--- src/rtl/task_runtime_share_table_macros.svh ---
// Assertion macros shared by the task runtime share table RTL
`ifndef TASK_RUNTIME_SHARE_TABLE_MACROS_SVH
`define TASK_RUNTIME_SHARE_TABLE_MACROS_SVH

// Same-cycle implication, checked only out of reset
`define TRST_ASSERT_IMPL(label, ante, cons) \
  label: assert property (@(posedge clk) disable iff (!rst_n) (ante) |-> (cons)) \
    else $error("trst: implication check failed");

// Next-cycle implication, checked only out of reset
`define TRST_ASSERT_NEXT(label, ante, cons) \
  label: assert property (@(posedge clk) disable iff (!rst_n) (ante) |=> (cons)) \
    else $error("trst: next-cycle check failed");

`endif

--- src/rtl/trst_pkg.sv ---
// Shared constants and controller/datapath interface types for the share table
package trst_pkg;

  localparam int NUM_SLOTS = 24;
  localparam int SLOT_W    = (NUM_SLOTS > 1) ? $clog2(NUM_SLOTS) : 1;

  localparam int TASK_W    = 16;
  localparam int CNT_W     = 32;
  localparam int OUT_IDX_W = 5;
  localparam int PCT_W     = 7;
  localparam int MODE_W    = 2;

  // delta*100 + pass/2 fits in 39 bits
  localparam int NUM_W     = 39;
  localparam int DIV_CNT_W = $clog2(NUM_W);

  localparam logic [PCT_W-1:0] PCT_SCALE = 7'd100;
  localparam logic [PCT_W-1:0] PCT_MAX   = 7'd100;

  localparam logic [MODE_W-1:0] MODE_START  = 2'd0;
  localparam logic [MODE_W-1:0] MODE_SAMPLE = 2'd1;
  localparam logic [MODE_W-1:0] MODE_END    = 2'd2;

  typedef struct packed {
    logic start_pass;
    logic end_pass;
    logic load;
    logic scan_step;
    logic finish;
    logic mul;
    logic div_step;
    logic push;
  } trst_cmd_t;

  typedef struct packed {
    logic scan_last;
    logic div_last;
    logic out_busy;
  } trst_sts_t;

endpackage

--- src/rtl/trst_ctrl.sv ---
// Sequencer for the share table: scan, finish, multiply, divide, hand off
module trst_ctrl (
  input  logic                       clk,
  input  logic                       rst_n,
  input  logic                       in_valid,
  input  logic [trst_pkg::MODE_W-1:0] in_mode,
  output logic                       in_stall,
  input  trst_pkg::trst_sts_t        sts,
  output trst_pkg::trst_cmd_t        cmd
);
  import trst_pkg::*;

  typedef enum logic [5:0] {
    S_IDLE = 6'b000001,
    S_SCAN = 6'b000010,
    S_FIN  = 6'b000100,
    S_MUL  = 6'b001000,
    S_DIV  = 6'b010000,
    S_DONE = 6'b100000
  } state_t;

  state_t state_r, state_nxt;

  assign in_stall = (state_r != S_IDLE);

  always_comb begin
    state_nxt = state_r;
    cmd       = '0;
    case (state_r)
      S_IDLE: begin
        if (in_valid) begin
          case (in_mode)
            MODE_START: cmd.start_pass = 1'b1;
            MODE_END:   cmd.end_pass   = 1'b1;
            MODE_SAMPLE: begin
              cmd.load  = 1'b1;
              state_nxt = S_SCAN;
            end
            default: ;
          endcase
        end
      end
      S_SCAN: begin
        cmd.scan_step = 1'b1;
        if (sts.scan_last) state_nxt = S_FIN;
      end
      S_FIN: begin
        cmd.finish = 1'b1;
        state_nxt  = S_MUL;
      end
      S_MUL: begin
        cmd.mul   = 1'b1;
        state_nxt = S_DIV;
      end
      S_DIV: begin
        cmd.div_step = 1'b1;
        if (sts.div_last) state_nxt = S_DONE;
      end
      S_DONE: begin
        // hold until the output register frees up
        if (!sts.out_busy) begin
          cmd.push  = 1'b1;
          state_nxt = S_IDLE;
        end
      end
      default: state_nxt = S_IDLE;
    endcase
  end

  always_ff @(posedge clk) begin
    if (!rst_n) begin
      state_r <= S_IDLE;
    end else begin
      state_r <= state_nxt;
    end
  end

endmodule

--- src/rtl/trst_dp.sv ---
// Slot table, pass bookkeeping, serial slot search, divider and output register
module trst_dp (
  input  logic                          clk,
  input  logic                          rst_n,
  input  trst_pkg::trst_cmd_t           cmd,
  output trst_pkg::trst_sts_t           sts,
  input  logic [trst_pkg::TASK_W-1:0]    in_task_id,
  input  logic [trst_pkg::CNT_W-1:0]     in_run_counter,
  input  logic [trst_pkg::CNT_W-1:0]     in_sys_time,
  output logic                          out_valid,
  input  logic                          out_stall,
  output logic [trst_pkg::OUT_IDX_W-1:0] out_slot_index,
  output logic                          out_tracked,
  output logic [trst_pkg::CNT_W-1:0]     out_run_delta,
  output logic [trst_pkg::PCT_W-1:0]     out_share_percent,
  output logic                          out_percent_valid,
  output logic                          out_below_one
);
  import trst_pkg::*;

  // slot table and pass state
  logic [TASK_W-1:0]    slot_task_r    [NUM_SLOTS];
  logic [CNT_W-1:0]     slot_counter_r [NUM_SLOTS];
  logic [NUM_SLOTS-1:0] seen_r;
  logic [CNT_W-1:0]     prev_total_r;
  logic [CNT_W-1:0]     pass_delta_r;

  // current sample
  logic [TASK_W-1:0]    id_r;
  logic [CNT_W-1:0]     cnt_r;
  logic [SLOT_W-1:0]    scan_r;
  logic                 match_found_r, empty_found_r;
  logic [SLOT_W-1:0]    match_idx_r, empty_idx_r;
  logic [SLOT_W-1:0]    slot_r;
  logic                 tracked_r;
  logic [CNT_W-1:0]     delta_r;
  logic [NUM_W-1:0]     num_r;
  logic [CNT_W-1:0]     rem_r;
  logic [DIV_CNT_W-1:0] div_cnt_r;

  // output register
  logic                 out_valid_r;
  logic [OUT_IDX_W-1:0] out_slot_r;
  logic                 out_tracked_r;
  logic [CNT_W-1:0]     out_delta_r;
  logic [PCT_W-1:0]     out_pct_r;
  logic                 out_pvalid_r;
  logic                 out_below_r;

  logic              have;
  logic [SLOT_W-1:0] fin_slot;
  logic [CNT_W-1:0]  fin_delta;
  logic [CNT_W:0]    rem_sh;
  logic [CNT_W:0]    rem_sub;
  logic              rem_ge;
  logic              pass_nz;
  logic [PCT_W-1:0]  pct_sat;
  logic [NUM_W-1:0]  num_mul;

  assign have     = match_found_r | empty_found_r;
  assign fin_slot = match_found_r ? match_idx_r : empty_idx_r;
  assign fin_delta = match_found_r ? (cnt_r - slot_counter_r[fin_slot]) : cnt_r;

  assign num_mul = NUM_W'(delta_r) * NUM_W'(PCT_SCALE) + NUM_W'(pass_delta_r >> 1);

  // remainder stays below the divisor, so it fits in CNT_W bits
  assign rem_sh  = {rem_r, num_r[NUM_W-1]};
  assign rem_ge  = (rem_sh >= {1'b0, pass_delta_r});
  assign rem_sub = rem_sh - {1'b0, pass_delta_r};

  assign pass_nz = (pass_delta_r != '0);
  assign pct_sat = !pass_nz ? '0 :
                   (num_r > NUM_W'(PCT_MAX)) ? PCT_MAX : num_r[PCT_W-1:0];

  assign sts.scan_last = (scan_r == SLOT_W'(NUM_SLOTS - 1));
  assign sts.div_last  = (div_cnt_r == DIV_CNT_W'(NUM_W - 1));
  assign sts.out_busy  = out_valid_r & out_stall;

  // table and pass state
  always_ff @(posedge clk) begin
    if (!rst_n) begin
      for (int i = 0; i < NUM_SLOTS; i++) begin
        slot_task_r[i]    <= '0;
        slot_counter_r[i] <= '0;
      end
      seen_r       <= '0;
      prev_total_r <= '0;
      pass_delta_r <= '0;
    end else begin
      if (cmd.start_pass) begin
        pass_delta_r <= in_sys_time - prev_total_r;
        prev_total_r <= in_sys_time;
        seen_r       <= '0;
      end
      if (cmd.end_pass) begin
        // drop every slot not seen this pass
        for (int i = 0; i < NUM_SLOTS; i++) begin
          if (!seen_r[i]) begin
            slot_task_r[i]    <= '0;
            slot_counter_r[i] <= '0;
          end
        end
      end
      if (cmd.finish && have) begin
        slot_counter_r[fin_slot] <= cnt_r;
        if (!match_found_r) slot_task_r[fin_slot] <= id_r;
        seen_r[fin_slot] <= 1'b1;
      end
    end
  end

  // search and arithmetic
  always_ff @(posedge clk) begin
    if (!rst_n) begin
      scan_r        <= '0;
      match_found_r <= 1'b0;
      empty_found_r <= 1'b0;
      div_cnt_r     <= '0;
    end else begin
      if (cmd.load) begin
        scan_r        <= '0;
        match_found_r <= 1'b0;
        empty_found_r <= 1'b0;
      end
      if (cmd.scan_step) begin
        scan_r <= scan_r + 1'b1;
        if (id_r != '0) begin
          if (!match_found_r && slot_task_r[scan_r] == id_r) begin
            match_found_r <= 1'b1;
          end
          if (!empty_found_r && slot_task_r[scan_r] == '0) begin
            empty_found_r <= 1'b1;
          end
        end
      end
      if (cmd.mul) div_cnt_r <= '0;
      if (cmd.div_step) div_cnt_r <= div_cnt_r + 1'b1;
    end
  end

  always_ff @(posedge clk) begin
    if (cmd.load) begin
      id_r  <= in_task_id;
      cnt_r <= in_run_counter;
    end
    if (cmd.scan_step) begin
      if (!match_found_r) match_idx_r <= scan_r;
      if (!empty_found_r) empty_idx_r <= scan_r;
    end
    if (cmd.finish) begin
      slot_r    <= have ? fin_slot : '0;
      tracked_r <= have;
      delta_r   <= fin_delta;
    end
    if (cmd.mul) begin
      num_r <= num_mul;
      rem_r <= '0;
    end
    if (cmd.div_step) begin
      rem_r <= rem_ge ? rem_sub[CNT_W-1:0] : rem_sh[CNT_W-1:0];
      num_r <= {num_r[NUM_W-2:0], rem_ge};
    end
  end

  // output register
  always_ff @(posedge clk) begin
    if (!rst_n) begin
      out_valid_r <= 1'b0;
    end else if (cmd.push) begin
      out_valid_r <= 1'b1;
    end else if (!out_stall) begin
      out_valid_r <= 1'b0;
    end
  end

  always_ff @(posedge clk) begin
    if (cmd.push) begin
      out_slot_r    <= OUT_IDX_W'(slot_r);
      out_tracked_r <= tracked_r;
      out_delta_r   <= delta_r;
      out_pct_r     <= pct_sat;
      out_pvalid_r  <= pass_nz;
      out_below_r   <= pass_nz && (pct_sat == '0) && (delta_r != '0);
    end
  end

  assign out_valid         = out_valid_r;
  assign out_slot_index    = out_slot_r;
  assign out_tracked       = out_tracked_r;
  assign out_run_delta     = out_delta_r;
  assign out_share_percent = out_pct_r;
  assign out_percent_valid = out_pvalid_r;
  assign out_below_one     = out_below_r;

endmodule

--- src/rtl/task_runtime_share_table.sv ---
// Top level of the task runtime share table: controller plus datapath
//
//   channel | direction | handshake            | payload
//   in_     | input     | in_valid / in_stall   | mode, task_id, run_counter, sys_time
//   out_    | output    | out_valid / out_stall | slot_index, tracked, run_delta,
//           |           |                      | share_percent, percent_valid, below_one
//
// Start and end of pass are handled without leaving the idle state. A task
// sample passes through the accepting step, one step per slot in the serial
// table search, a finish and a multiply step, one step per quotient bit in
// the restoring divider, and the handoff.
// in_stall is high while a sample is in work; a stalled output holds the
// sequencer in its handoff step, but one finished result may wait in the
// output register while the next sample runs. Reset is synchronous, active
// low, and empties all slots and the pass state.
module task_runtime_share_table (
  input  logic        clk,
  input  logic        rst_n,
  input  logic        in_valid,
  output logic        in_stall,
  input  logic [1:0]  in_mode,
  input  logic [15:0] in_task_id,
  input  logic [31:0] in_run_counter,
  input  logic [31:0] in_sys_time,
  output logic        out_valid,
  input  logic        out_stall,
  output logic [4:0]  out_slot_index,
  output logic        out_tracked,
  output logic [31:0] out_run_delta,
  output logic [6:0]  out_share_percent,
  output logic        out_percent_valid,
  output logic        out_below_one
);
  import trst_pkg::*;

  `include "task_runtime_share_table_macros.svh"

  trst_cmd_t cmd;
  trst_sts_t sts;

  trst_ctrl u_ctrl (
    .clk      (clk),
    .rst_n    (rst_n),
    .in_valid (in_valid),
    .in_mode  (in_mode),
    .in_stall (in_stall),
    .sts      (sts),
    .cmd      (cmd)
  );

  trst_dp u_dp (
    .clk               (clk),
    .rst_n             (rst_n),
    .cmd               (cmd),
    .sts               (sts),
    .in_task_id        (in_task_id),
    .in_run_counter    (in_run_counter),
    .in_sys_time       (in_sys_time),
    .out_valid         (out_valid),
    .out_stall         (out_stall),
    .out_slot_index    (out_slot_index),
    .out_tracked       (out_tracked),
    .out_run_delta     (out_run_delta),
    .out_share_percent (out_share_percent),
    .out_percent_valid (out_percent_valid),
    .out_below_one     (out_below_one)
  );

  `TRST_ASSERT_IMPL(a_push_free, cmd.push, !sts.out_busy)
  `TRST_ASSERT_NEXT(a_push_shows, cmd.push, out_valid)
  `TRST_ASSERT_NEXT(a_sample_busy, in_valid && !in_stall && in_mode == MODE_SAMPLE, in_stall)
  `TRST_ASSERT_IMPL(a_untracked_idx, out_valid && !out_tracked, out_slot_index == '0)

endmodule

--- config.mk ---
export PLATFORM = sky130hd
export DESIGN_NAME = task_runtime_share_table
export DESIGN_NICKNAME = d
export VERILOG_FILES = /design/src/rtl/trst_pkg.sv /design/src/rtl/trst_ctrl.sv /design/src/rtl/trst_dp.sv /design/src/rtl/task_runtime_share_table.sv
export VERILOG_INCLUDE_DIRS = /design/src /design/src/rtl
export SDC_FILE = /design/constraint.sdc
export NUM_CORES = 2
export LEC_CHECK = 0
export ABC_CLOCK_PERIOD_IN_PS = 7440
export BUFFER_PORTS_ARGS = -buffer_cell sky130_fd_sc_hd__buf_2
export CORE_MARGIN = 5
export CORE_UTILIZATION = 60
export CTS_CLUSTER_SIZE = 40
export DETAILED_ROUTE_END_ITERATION = 12
export PLACE_DENSITY_LB_ADDON = 0.05
export SLEW_MARGIN = 40
export SYNTH_ARGS = -nofsm -noshare
export SYNTH_HDL_FRONTEND = slang
export SYNTH_SLANG_ARGS = --single-unit
export TNS_END_PERCENT = 30
--- constraint.sdc ---
create_clock -name clk -period 7.44 [get_ports clk]
set_input_delay 1.116 -clock clk [delete_from_list [all_inputs] [get_ports clk]]
set_output_delay 1.116 -clock clk [all_outputs]
set_load 0.01 [all_outputs]
## After elaboration in Yosys (flattened, before gate mapping)

Memory sizes are Yosys's and may differ from the RTL's. A register that Yosys moved wholly into a read port is not among the register bits.
Index checks and enable logic that the tools add are counted.

- Flip-flop bits (word level): 322
- Latch bits: 0
- RAM bits: 1152
- ROM bits: 0
- Input port bits: 86
- Output and inout port bits: 49
- Word-level logic and storage cells: 334
- Memories: 2

Memories:

| memory | depth | bits a word | read ports | clocked after Yosys merged registers in | wr ports | RTL line | text |
|---|---|---|---|---|---|---|---|
| u_dp.slot_counter_r | 24 | 32 | 1 | 0 | 24 | trst_dp.sv:23 | `logic [CNT_W-1:0] slot_counter_r [NUM_SLOTS];` |
| u_dp.slot_task_r | 24 | 16 | 1 | 1 | 24 | trst_dp.sv:22 | `logic [TASK_W-1:0] slot_task_r [NUM_SLOTS];` |

- $add $sub $neg: 6
- $mul: 1
- Divide/modulo/power cells: 0
- $lt $le $gt $ge: 4
- Equal/unequal tests: 18
- Shift operators: 0
- Mux-type cells: 205
- Bitwise gates (word level): 53
- Reduce and logical (&&, ||, !) cells: 21

Operators by type and width:

| operator | count |
|---|---|
| two-way mux 32 bit | 29 |
| two-way mux 16 bit | 25 |
| two-way mux 1 bit | 126 |
| subtractor 32 bit | 3 |
| two-way mux 39 bit | 2 |
| two-way mux 24 bit | 3 |
| nonzero test 32 bit | 2 |
| bitwise OR 1 bit | 49 |
| two-way mux 6 bit | 7 |
| adder 39 x 31 -> 39 bit | 1 |
| greater-than comparator 39 x 7 -> 1 bit, second input constant | 1 |
| multiplier 32 x 5 -> 37 bit, second input constant | 1 |
| case mux 6 bit (6 select lines) | 1 |
| two-way mux 5 bit | 7 |
| greater-or-equal comparator 33 x 32 -> 1 bit | 1 |
| OR reduction 32 bit | 1 |
| bitwise OR 24 bit | 1 |
| == test 16 bit | 1 |
| zero test 16 bit | 1 |
| nonzero test 16 bit | 1 |
| OR reduction 16 bit | 1 |
| two-way mux 7 bit | 2 |
| == test 6 bit, second input constant | 2 |
| inequality test 2 bit, second input constant | 5 |
| 25 further kinds | 35 |

## Logic depth before layout (Yosys ltp)

- Depth in word-level cells: 9
- Depth in mapped cells: 26
- Gate-level depth less buffers: 26

## Hierarchy

Synthesis repeated with hierarchy kept, for this count alone.

- Cell total of the unflattened synthesis: 6266
- Area, all modules: 89046.7 sq um

By module, submodules not included:

| module | instances | cells an instance | area an instance (sq um) | seq. area each (sq um) |
|---|---|---|---|---|
| trst_dp | 1 | 6218 | 88635.0 | 54692.5 |
| trst_ctrl | 1 | 48 | 411.6 | 120.1 |

## Worst setup path before layout

Ideal clock, no wire load.

- Path kind: reg2reg
- Start point: reg u_dp.delta_r[4]
- End point: reg u_dp.num_r[36] (data pin)
- Library setup time: 0.260 ns
- Data arrival time: 5.363 ns
- Data required time: 7.180 ns
- Setup slack: 1.817 ns
- Cell stages (with the launch flop): 27
- Buffers on the path: 0
- Period minus slack after synthesis: 5.623 ns
- Path through: edfxtp_1 -> inv_1 -> ha_1 -> ha_1 -> inv_1 -> fa_1 -> inv_1 -> ha_1 -> a211oi_1 -> o211ai_1 -> a31oi_1 -> o21ai_0 -> a31oi_1 -> nor2_1 -> a31oi_1 -> xnor2_1 -> ha_1 -> nand2_1 -> o21ai_0 -> o31a_1 -> nor4_1 -> a21oi_1 -> a221oi_1 -> nand4bb_1 -> nor2_1 -> xnor2_1 -> mux2_2

- Longest elaborated chain between the ends: 4

Ends and longest elaborated chain:

| what | RTL line | text |
|---|---|---|
| from (decl) | trst_dp.sv:36 | `logic [CNT_W-1:0] delta_r;` |
| from (signal assigned) | trst_dp.sv:153 | `delta_r <= fin_delta;` |
| multiplier 32 x 5 -> 37 bit | trst_dp.sv:64 | `assign num_mul = NUM_W'(delta_r) * NUM_W'(PCT_SCALE) + NUM_W'(pass_delta_r >> 1);` |
| adder 39 x 31 -> 39 bit | trst_dp.sv:64 |  |
| two-way mux 39 bit | trst_dp.sv:155 | `if (cmd.mul) begin` |
| two-way mux 39 bit | trst_dp.sv:159 | `if (cmd.div_step) begin` |
| to (signal assigned) | trst_dp.sv:156 | `num_r <= num_mul;` |
| to (signal assigned) | trst_dp.sv:161 | `num_r <= {num_r[NUM_W-2:0], rem_ge};` |
| to (decl) | trst_dp.sv:37 | `logic [NUM_W-1:0] num_r;` |

No other way between the ends. The select of a mux whose other input is x is not followed.
A chain may end at the register's enable or synchronous reset.

## Worst setup path after layout

- Start point: reg u_dp.delta_r[4]
- End point: reg u_dp.num_r[38] (data pin)

Same word-level chain as after synthesis.

==> flow_summary_export.csv <==
group,metric,value,unit
drt,vias,57435,
critical_path,critPathTopFamily,"compound AO/OA/AOI/OAI gates",
logic_synthesis,ys_warn_count,0,
drt,ant_nets,0,
critical_path,max_stage_delay,0.47,ns
worst_hold_path,hold_path_end,"u_dp.out_tracked",
placement,globalplace.congestion,0.888,
die,rows,141,
clock_tree,cts_resized,0,
logic_synthesis,synth_top_area_share,59.0,%
clock_tree,cts_tree,"yes",
worst_hold_path,hold_depth,0,
die,initial_utilization,60.3,%
clock_tree,clock_path_buffers,3,
drt,vias_per_cell,6.70,
finish,stdcell_count,8572,
sta,clock.fmax,0.163,GHz
sta,post-route-period-util,82.7,%
die,core,148000,sq um
power_and_ir_drop,power.density,252,nW/um^2
logic_synthesis,synth_ff_type,"edfxtp_1",
clock_tree,cts-htree-levels,4,
finish,final_nets,6843,
finish,final_cell_mix,"edfxtp_1 (1750), and3_1 (1137), nand2_1 (443)",
drt,drcViolationCount,0,
sta,tns,0,ns
critical_path,cp.depth,26,
logic_synthesis,synth_edf_count,1750,
critical_path,worst_ep_required_time,8.00,ns
logic_synthesis,synth_cell_types,92,
sta,setup_violations,0,
sta,finalWorstPathRequiredPeriod,6.15,ns
job,drv_cap,0,
clock_tree,cts.hold.buffers_added,0,
critical_path,r2r-end,"u_dp.num_r[38]",
power_and_ir_drop,power_leakage,39.4,nW
drt,first_pass_iters,8,
logic_synthesis,synthArstFlopShare,0,%
critical_path,cp-end-kind,"flop",
sta,fin_worst_skew,0.0841,ns
logic_synthesis,yosys-top-cells-area,"edfxtp_1 (59%), mux4_2 (9.6%), and3_1 (8.0%), ha_1 (3.5%), dfxtp_1 (2.5%)",
finish,layout_commonest_cell,"edfxtp_1",
grt,grt_pass1_vias,55289,
finish,synthToLayoutAreaGrowth,10.7,%
critical_path,cp_max_fo,5,
die,io_pins,135,
finish,layout-drive-gt1-share,17.0,%
worst_hold_path,min-delay-start,"u_dp.tracked_r",
grt,grt_pass1_wl,370000,um
clock_tree,clk_pin_slew_worst_paths,0.06,ns
critical_path,r2r-start,"u_dp.delta_r[4]",
die,die_w,395,um
sta,hold_violations,0,
sta,finalMaxSlewViolations,0,
critical_path,crit_top_cell,"ha_1",
critical_path,worstSetupPathType,"flop to flop",
drt,routed_wl,253000,um
critical_path,start_kind,"flop",
logic_synthesis,avgSynthCellArea,13.7,sq um
outcome,status,"completed",
clock_tree,numCtsBuffers,190,
drt,drtIter0Drc,7101,
grt,grt-ovfl-total,0,
critical_path,arrival,6.71,ns
sta,rsz0062_at_grt,"false",
sta,worst_pin_slew,0.954,ns
logic_synthesis,yosysSeqAreaShare,61.5,%
critical_path,worst-path-buf-inv,3,
clock_tree,numClockSinks,1863,
logic_synthesis,syn_area,89100,sq um
critical_path,cpMaxStageDelayCell,"fa_1",
power_and_ir_drop,ir_drop,0.000210,V
die,die_area,156000,sq um
logic_synthesis,synth_top_cell_by_area,"edfxtp_1",
clock_tree,clock_latency,0.83,ns
placement,port_buffers,134,
power_and_ir_drop,p_total,24.9,mW
logic_synthesis,syn_nets,6847,
grt,grt_max_degree,146,
clock_tree,post-cts-setup-buffer-count,0,
logic_synthesis,postSynthCellCount,6484,
drt,post_drt_wl_per_cell,29.5,um
worst_hold_path,hp-class,"flop to flop",
critical_path,ff2ff_setup_slack,1.29,ns
clock_tree,clockRootBuffer,"clkbuf_16",
placement,placed_cells,8217,
sta,relSlewSlack,36.4,%
grt,grt_antenna_before_repair,10,
placement,hpwl,151000,um
critical_path,rr_worst_depth,26,
die,die_h,395,um
logic_synthesis,synth-seq-cells,1863,
grt,track_usage,31.8,%
==> cells by family after synthesis <==
logic type,after synthesis,share of synthesized area [%]
compound gates,762,5.66
xor+xnor,151,1.48
fa+ha+maj,277,4.15
buf+inv,771,3.28
flops,1863,61.5
mux,451,10.4
simple gates,2209,13.5
==> stage by stage <==
| step | setup WS, ns | area, sq um | hold WS [ns] | util [%] |
|---|---|---|---|---|
| 5_1_grt | 0.670 | 98600 | 0.434 | 66.8 |
| 3_3_place_gp | 1.16 | 92000 | 0.407 | 62.3 |
| 3_5_place_dp | 1.21 | 92500 | 0.408 | 62.7 |
| 2_1_floorplan | 1.82 | 89100 | 0.400 | - |
| 4_1_cts | 1.26 | 98600 | 0.419 | 66.8 |
| 6_report | 1.29 | 98600 | 0.419 | 66.8 |
==> layer usage <==
| layer | global-route usage [%] | part of all wire (%) | routed length [um] | vias to the layer above |
|---|---|---|---|---|
| met2 | 49.6 | 47 | 118000 | 3115 |
| li1 | - | - | - | 24810 |
| met1 | 45.7 | 40 | 99900 | 28976 |
| met5 | 0 | 0.015 | 39 | - |
| met3 | 5.37 | 9.5 | 24000 | 528 |
| met4 | 12.3 | 4.3 | 10800 | 6 |
==> synthesized netlist by cell type (36+ instances only) <==
master and instances:
a21boi_0 46, a21o_1 68, a21oi_1 146, a22oi_1 111, a31oi_1 36, and3_1 1137
buf_1 46, clkbuf_1 468, dfxtp_1 113, edfxtp_1 1750, ha_1 246, inv_1 239
mux2i_1 44, mux4_2 378, nand2_1 472, nand3_1 102, nor2_1 239, nor3_1 36
nor4_1 36, o21ai_0 170, xnor2_1 91, xor2_1 60
==> worst max-delay path by stage <==
| stage | from | to | slack (ns) |
|---|---|---|---|
| detailed placement | u_dp.delta_r[4] | u_dp.num_r[36] | 1.21 |
| floorplan | u_dp.delta_r[4] | u_dp.num_r[36] | 1.82 |
| finish | u_dp.delta_r[4] | u_dp.num_r[38] | 1.29 |
| global route | u_dp.delta_r[4] | u_dp.num_r[38] | 0.67 |
| global placement | u_dp.delta_r[4] | u_dp.num_r[36] | 1.16 |
| CTS | u_dp.delta_r[4] | u_dp.num_r[36] | 1.26 |
==> flip-flops by register name, summed over array words and instances (netlist names), 16 cells and up, named ones only <==
signal               count
u_dp.rem_r              32
u_dp.cnt_r              32
u_dp.delta_r            32
u_dp.prev_total_r       32
u_dp.slot_counter_r   1024
u_dp.slot_task_r       512
u_dp.out_run_delta      32
u_dp.num_r              39
u_dp.seen_r             24
u_dp.pass_delta_r       32
u_dp.id_r               16
==> power breakdown <==
group	total (mW)	switching [mW]	internal, mW
sequential	12.4	0.239	12.1
clock	9.36	4.10	5.27
combinational	3.14	2.02	1.12
==> final cells by class <==
| class | count | area (sq um) |
|---|---|---|
| Fill cell | 10403 | 49000 |
| Antenna cell | 2 | 5.00 |
| Multi-Input combinational cell | 3850 | 31900 |
| Clock inverter | 96 | 942 |
| Tap cell | 1930 | 2410 |
| Sequential cell | 1863 | 54800 |
| Timing Repair Buffer | 334 | 2460 |
| Clock buffer | 256 | 5130 |
| Inverter | 241 | 913 |
Power figures use the tool's default switching activity.
